===== src/hw/rtl/mwo_pkg.sv =====
// Shared types, constants, command codes and the CORDIC angle table of the odometry block.
package mwo_pkg;

	localparam int COUNT_WIDTH_DEF = 32;
	localparam int TRIG_STAGES_DEF = 24;

	localparam logic [31:0] DIST_PER_TICK_RST = 32'd674653;
	localparam logic [31:0] TURN_PER_TICK_RST = 32'd306785;
	localparam logic [31:0] INV_GAIN          = 32'h9B74_EDA8;
	localparam logic [31:0] TWO_PI_Q16        = 32'd411775;
	localparam logic [31:0] US_PER_S          = 32'd1000000;

	// register indexes on the configuration port
	localparam logic REG_DIST_PER_TICK = 1'b0;
	localparam logic REG_TURN_PER_TICK = 1'b1;

	// datapath operation codes
	localparam logic [4:0] OP_NONE  = 5'd0;
	localparam logic [4:0] OP_FIRST = 5'd1;
	localparam logic [4:0] OP_MIX   = 5'd2;
	localparam logic [4:0] OP_HMUL  = 5'd3;
	localparam logic [4:0] OP_HEND  = 5'd4;
	localparam logic [4:0] OP_MLO   = 5'd5;
	localparam logic [4:0] OP_MHI   = 5'd6;
	localparam logic [4:0] OP_MEND  = 5'd7;
	localparam logic [4:0] OP_CINIT = 5'd8;
	localparam logic [4:0] OP_CSTEP = 5'd9;
	localparam logic [4:0] OP_CFIN  = 5'd10;
	localparam logic [4:0] OP_POS   = 5'd11;
	localparam logic [4:0] OP_VSET  = 5'd12;
	localparam logic [4:0] OP_VINIT = 5'd13;
	localparam logic [4:0] OP_VDIV  = 5'd14;
	localparam logic [4:0] OP_VEND  = 5'd15;
	localparam logic [4:0] OP_OUT   = 5'd16;

	// destinations of a scaled product
	localparam logic [2:0] SEL_FWD  = 3'd0;
	localparam logic [2:0] SEL_SIDE = 3'd1;
	localparam logic [2:0] SEL_X    = 3'd2;
	localparam logic [2:0] SEL_Y    = 3'd3;
	localparam logic [2:0] SEL_ANG  = 3'd4;

	typedef struct packed {
		logic       load;
		logic [4:0] op;
		logic [2:0] sel;
		logic [4:0] iter;
	} cmd_t;

	typedef struct packed {
		logic dt_zero;
	} status_t;

	function automatic logic [31:0] atan_entry(input logic [4:0] i);
		logic [31:0] r;
		case (i)
			5'd0: r = 32'h20000000;
			5'd1: r = 32'h12E4051E;
			5'd2: r = 32'h09FB385B;
			5'd3: r = 32'h051111D4;
			5'd4: r = 32'h028B0D43;
			5'd5: r = 32'h0145D7E1;
			5'd6: r = 32'h00A2F61E;
			5'd7: r = 32'h00517C55;
			5'd8: r = 32'h0028BE53;
			5'd9: r = 32'h00145F2F;
			5'd10: r = 32'h000A2F98;
			5'd11: r = 32'h000517CC;
			5'd12: r = 32'h00028BE6;
			5'd13: r = 32'h000145F3;
			5'd14: r = 32'h0000A2FA;
			5'd15: r = 32'h0000517D;
			5'd16: r = 32'h000028BE;
			5'd17: r = 32'h0000145F;
			5'd18: r = 32'h00000A30;
			5'd19: r = 32'h00000518;
			5'd20: r = 32'h0000028C;
			5'd21: r = 32'h00000146;
			5'd22: r = 32'h000000A3;
			5'd23: r = 32'h00000051;
			5'd24: r = 32'h00000029;
			5'd25: r = 32'h00000014;
			5'd26: r = 32'h0000000A;
			5'd27: r = 32'h00000005;
			5'd28: r = 32'h00000003;
			5'd29: r = 32'h00000001;
			5'd30: r = 32'h00000001;
			default: r = 32'h00000000;
		endcase
		return r;
	endfunction

endpackage


===== src/hw/rtl/mwo_ctrl.sv =====
// Sequencer of the odometry block: issues one datapath command per cycle unless the output stalls.
module mwo_ctrl #(
	parameter int TRIG_STAGES = mwo_pkg::TRIG_STAGES_DEF
) (
	input  logic             clk,
	input  logic             arst_n,
	input  logic             in_valid,
	output logic             in_ready,
	output logic             out_valid,
	input  logic             out_ready,
	input  mwo_pkg::status_t status,
	output mwo_pkg::cmd_t    cmd
);

	localparam logic [4:0] ST_IDLE  = 5'd0;
	localparam logic [4:0] ST_FIRST = 5'd1;
	localparam logic [4:0] ST_MIX   = 5'd2;
	localparam logic [4:0] ST_HMUL  = 5'd3;
	localparam logic [4:0] ST_HEND  = 5'd4;
	localparam logic [4:0] ST_MLO   = 5'd5;
	localparam logic [4:0] ST_MHI   = 5'd6;
	localparam logic [4:0] ST_MEND  = 5'd7;
	localparam logic [4:0] ST_CINIT = 5'd8;
	localparam logic [4:0] ST_CSTEP = 5'd9;
	localparam logic [4:0] ST_CFIN  = 5'd10;
	localparam logic [4:0] ST_POS   = 5'd11;
	localparam logic [4:0] ST_VSET  = 5'd12;
	localparam logic [4:0] ST_VLO   = 5'd13;
	localparam logic [4:0] ST_VHI   = 5'd14;
	localparam logic [4:0] ST_VINIT = 5'd15;
	localparam logic [4:0] ST_VDIV  = 5'd16;
	localparam logic [4:0] ST_VEND  = 5'd17;
	localparam logic [4:0] ST_OUT   = 5'd18;

	localparam logic [4:0] CORDIC_LAST = 5'(TRIG_STAGES - 1);
	localparam logic [4:0] DIV_LAST    = 5'd31;

	logic [4:0] state_q, state_d;
	logic [4:0] it_q, it_d;
	logic [2:0] sel_q, sel_d;
	logic       started_q;
	logic       out_valid_q;

	assign in_ready  = (state_q == ST_IDLE);
	assign out_valid = out_valid_q;

	always_comb begin
		state_d  = state_q;
		it_d     = it_q;
		sel_d    = sel_q;
		cmd      = '0;
		cmd.sel  = sel_q;
		cmd.iter = it_q;
		case (state_q)
			ST_IDLE: begin
				cmd.load = in_valid;
				if (in_valid) begin
					state_d = started_q ? ST_MIX : ST_FIRST;
				end
			end
			ST_FIRST: begin
				cmd.op  = mwo_pkg::OP_FIRST;
				state_d = ST_IDLE;
			end
			ST_MIX: begin
				cmd.op  = mwo_pkg::OP_MIX;
				state_d = ST_HMUL;
			end
			ST_HMUL: begin
				cmd.op  = mwo_pkg::OP_HMUL;
				state_d = ST_HEND;
			end
			ST_HEND: begin
				cmd.op  = mwo_pkg::OP_HEND;
				sel_d   = mwo_pkg::SEL_FWD;
				state_d = ST_MLO;
			end
			ST_MLO: begin
				cmd.op  = mwo_pkg::OP_MLO;
				state_d = ST_MHI;
			end
			ST_MHI: begin
				cmd.op  = mwo_pkg::OP_MHI;
				state_d = ST_MEND;
			end
			ST_MEND: begin
				cmd.op = mwo_pkg::OP_MEND;
				case (sel_q)
					mwo_pkg::SEL_FWD: begin
						sel_d   = mwo_pkg::SEL_SIDE;
						state_d = ST_MLO;
					end
					mwo_pkg::SEL_SIDE: state_d = ST_CINIT;
					mwo_pkg::SEL_X: begin
						sel_d   = mwo_pkg::SEL_Y;
						state_d = ST_MLO;
					end
					mwo_pkg::SEL_Y: state_d = ST_POS;
					default: begin
						sel_d   = mwo_pkg::SEL_FWD;
						state_d = ST_VSET;
					end
				endcase
			end
			ST_CINIT: begin
				cmd.op  = mwo_pkg::OP_CINIT;
				it_d    = '0;
				state_d = ST_CSTEP;
			end
			ST_CSTEP: begin
				cmd.op = mwo_pkg::OP_CSTEP;
				if (it_q == CORDIC_LAST) begin
					state_d = ST_CFIN;
				end else begin
					it_d = it_q + 5'd1;
				end
			end
			ST_CFIN: begin
				cmd.op  = mwo_pkg::OP_CFIN;
				sel_d   = mwo_pkg::SEL_X;
				state_d = ST_MLO;
			end
			ST_POS: begin
				cmd.op = mwo_pkg::OP_POS;
				sel_d  = mwo_pkg::SEL_ANG;
				state_d = status.dt_zero ? ST_OUT : ST_MLO;
			end
			ST_VSET: begin
				cmd.op  = mwo_pkg::OP_VSET;
				state_d = ST_VLO;
			end
			ST_VLO: begin
				cmd.op  = mwo_pkg::OP_MLO;
				state_d = ST_VHI;
			end
			ST_VHI: begin
				cmd.op  = mwo_pkg::OP_MHI;
				state_d = ST_VINIT;
			end
			ST_VINIT: begin
				cmd.op  = mwo_pkg::OP_VINIT;
				it_d    = '0;
				state_d = ST_VDIV;
			end
			ST_VDIV: begin
				cmd.op = mwo_pkg::OP_VDIV;
				if (it_q == DIV_LAST) begin
					state_d = ST_VEND;
				end else begin
					it_d = it_q + 5'd1;
				end
			end
			ST_VEND: begin
				cmd.op = mwo_pkg::OP_VEND;
				if (sel_q == mwo_pkg::SEL_ANG) begin
					state_d = ST_OUT;
				end else begin
					sel_d   = (sel_q == mwo_pkg::SEL_FWD) ? mwo_pkg::SEL_SIDE
						: mwo_pkg::SEL_ANG;
					state_d = ST_VSET;
				end
			end
			ST_OUT: begin
				if (!out_valid_q || out_ready) begin
					cmd.op  = mwo_pkg::OP_OUT;
					state_d = ST_IDLE;
				end
			end
			default: state_d = ST_IDLE;
		endcase
	end

	always_ff @(posedge clk or negedge arst_n) begin
		if (!arst_n) begin
			state_q     <= ST_IDLE;
			it_q        <= '0;
			sel_q       <= '0;
			started_q   <= 1'b0;
			out_valid_q <= 1'b0;
		end else begin
			state_q <= state_d;
			it_q    <= it_d;
			sel_q   <= sel_d;
			if (state_q == ST_FIRST) begin
				started_q <= 1'b1;
			end
			// hold the result until the sink takes it
			if (cmd.op == mwo_pkg::OP_OUT) begin
				out_valid_q <= 1'b1;
			end else if (out_ready) begin
				out_valid_q <= 1'b0;
			end
		end
	end

endmodule


===== config.mk =====
export PLATFORM = sky130hd
export DESIGN_NAME = mwo_ctrl
export DESIGN_NICKNAME = d
export VERILOG_FILES = /design/src/hw/rtl/mwo_pkg.sv /design/src/hw/rtl/mwo_ctrl.sv
export SDC_FILE = /design/constraint.sdc
export NUM_CORES = 1
export LEC_CHECK = 0
export ABC_AREA = 1
export BUFFER_PORTS_ARGS = -buffer_cell sky130_fd_sc_hd__buf_4
export CAP_MARGIN = 20
export CORE_MARGIN = 3
export CORE_UTILIZATION = 51
export DETAILED_ROUTE_END_ITERATION = 12
export GPL_ROUTABILITY_DRIVEN = 0
export HOLD_SLACK_MARGIN = 0.02
export PLACE_DENSITY_LB_ADDON = 0.08
export REMOVE_ABC_BUFFERS = 1
export SKIP_LAST_GASP = 1
export SLEW_MARGIN = 20
export SYNTH_ARGS = -nofsm -noshare
export SYNTH_HDL_FRONTEND = slang
export SYNTH_SLANG_ARGS = --single-unit

===== constraint.sdc =====
create_clock -name clk -period 3.7 [get_ports clk]
set_input_delay 0.185 -clock clk [delete_from_list [all_inputs] [get_ports clk]]
set_output_delay 0.185 -clock clk [all_outputs]
set_load 0.1 [all_outputs]

==> reports/metrics.cfg <==
[cts]
ctsResizeCount = 0
cts_tree = yes
clk_pin_slew_ps = 90
cts_hold_buf = 1
root_buffer = clkbuf_4
cts_max_level = 1
post_cts_buffers = 0
cts.path.max_buffers = 2
cts_sinks = 15
insertion_delay_ps = 280
numCtsBuffers = 3

[yosys]
netlist.area_leader.share_pct = 31.4
syn_area_mm2 = 0.00120
synth_adder_area_share_pct = 2.09
syn_area_per_cell_um2 = 6.65
synthTopCellsByArea = dfrtp_1 (31%), nand2_1 (15%), nor2_1 (8.5%)
synth_top_family_by_area = simple AND/OR/NAND/NOR gates
synthXorXnorAreaFrac_pct = 0.732
yosysWarnings = 0
synthMuxAreaShare_pct = 0
synth_compound_area_share_pct = 10.1
synth-simple-area-share_pct = 49.0
yosysTopAreaCell = dfrtp_1
synthCells = 180
yosysSeqAreaShare_pct = 31.4
yosysUniqueCellTypes = 25
synth_seq_cells = 15

[global_routing]
top_usage_layer = met2
grt.total_usage_pct = 22.3
grt_max_degree = 16
antenna_found_initial = 0
grt_pass1_wl_um = 4830
grt_util_met1_pct = 31.0
use_met3_pct = 4.36
grt-ovfl-total = 0
grt_pass1_vias = 1096
met2_usage_pct = 35.1

[worst_setup_path]
path_common_cell = nor2_2
crit_arrival_ps = 1830
cp_cell_sequence = nor2_2, nand2_1, nor2_2, nor2_4, nand4_1, buf_4
slowest_delay_ps = 500
startpoint_type = flip-flop
crit_family = simple AND/OR/NAND/NOR gates
worstPathMaxFanout = 7
crit_slowest_cell = dfrtp_1
path_class = flip-flop to primary output
crit_path_end_kind = primary output
worst_ep_required_time_ps = 3510
critPathBufInv = 1

[sta]
hold_viol_final = 0
tns_ps = 0
fin_crit_sh_pct = 54.5
setup_viol = 0
maxSlewViolCount = 0
grt_setup_unrepaired = false
fin_crit_ps = 2020
max_slew_margin_pct = 73.6
tightest_slew_ps = 397
fmax_ghz = 0.496
clock-skew-final_ps = 6.58

[routing]
drc = 0
ant_nets = 0
drtPass1Iterations = 4
routed_wl_um = 2880
detail_route.wl_per_cell_um = 12.5
avgViaCountPerCell = 5.38
vias = 1242
drt_first_iter_violations = 66

[die]
start_util_pct = 57.5
num_rows = 16
io-pin-count = 21
die_h_um = 54.4
die_area_mm2 = 0.00296
die_width_um = 54.4
fp.coreArea_mm2 = 0.00208

[placed_design]
dp_hpwl_um = 2310
dpl_cell_area_mm2 = 0.00138
port_buffers = 20

[final_layout]
area_delta_synth_final_pct = 18.0
design_area_mm2 = 0.00141
nNetsFinal = 212
fillers = 194
diodes = 0
multiInputGateArea_um2 = 741
seq_area_um2 = 375
drive_gt1_share_pct = 23.5
utilization_pct = 67.8

[pwr]
peakVddDrop_uv = 728
cellLeakagePower_uw = 0.000771
p_per_area_mw_per_mm2 = 923

[flow_run]
drv_cap = 0

[worst_hold_path]
min_path_type = primary input to flip-flop

[run_status]
status = finished clean

cell families after synthesis:
| logic type | count (synthesis) |
|---|---|
| flip-flops | 15 |
| buffers and inverters | 21 |
| adder cells (fa/ha/maj) | 2 |
| AO/OA/AOI/OAI | 20 |
| XOR/XNOR | 1 |
| AND/OR/NAND/NOR | 121 |
sequential cells by signal, summed over array words and instances, names as in the netlist:
name and cells:
sel_q 3, started_q 1, state_q 5, out_valid 1, it_q 5
metal layers:
layer	part of all wire, %	routed length [µm]
met1	46	1330
met2	45	1300
met5	0	0
met4	1.4	41
met3	7.1	203
area by class of cell:
| type | count | share of cell area, % |
|---|---|---|
| tap | 27 | 2.39 |
| inverter | 20 | 5.32 |
| timing repair buffer | 21 | 11.3 |
| sequential | 15 | 26.6 |
| multi-input combinational | 144 | 52.5 |
| clock buffer | 4 | 1.86 |
synth_stat cells, drive strengths merged:
cell type / count
dfrtp: 15
ha: 2
nand4: 5
a21boi: 1
o311ai: 1
or2: 2
buf: 1
nand2: 52
nor2: 37
o21ai: 12
nor3: 3
a21oi: 3
o211ai: 3
nand3: 22
inv: 20
xor2: 1
placed cells by master, fill, tap and decap left out, types with 2 or more instances in the layout:
cell      instances
a21oi_1           2
buf_4            20
clkbuf_4          3
dfrtp_1          15
ha_1              2
inv_1            16
inv_2             4
nand2_1          47
nand2_2           4
nand3_1          18
nand3_2           4
nand4_1           5
nor2_1           27
nor2_2            6
nor2_4            4
nor3_1            3
o211ai_1          3
o21ai_0           7
o21ai_1           4
or2_1             2
per-stage QoR:
stage | worst slack, ps | hold WS [ps] | cells | total power (µW)
final | 1680 | 94.5 | 231 | 1300
after global routing | 1570 | 88.0 | 231 | 1390
after CTS | 1690 | 94.8 | 231 | 1300
after detailed placement | 2010 | 53.6 | 226 | 1210
after global placement | 2020 | 50.7 | 226 | 1200
after floorplan | 842 | -111 | 179 | 1020
power by group:
| part | switching, µW | internal (µW) |
|---|---|---|
| sequential | 79.3 | 204 |
| clock | 48.5 | 41.8 |
| combinational | 717 | 212 |
| total | 845 | 458 |
worst paths after layout:
path / start / to / slack [ps] / depth (start not counted)
setup / recovery: state_q[0] / cmd[11] / 1680 / 6
hold / removal: out_ready / out_valid / 90 / 2
setup reg to reg: state_q[0] / state_q[0] / 2070 / 6
hold reg to reg: started_q / started_q / 500 / 2
max in group asynchronous: arst_n / state_q[2] / 3240 / 2
min in group asynchronous: arst_n / started_q / 280 / 2
(Power assumes the default switching activity.)
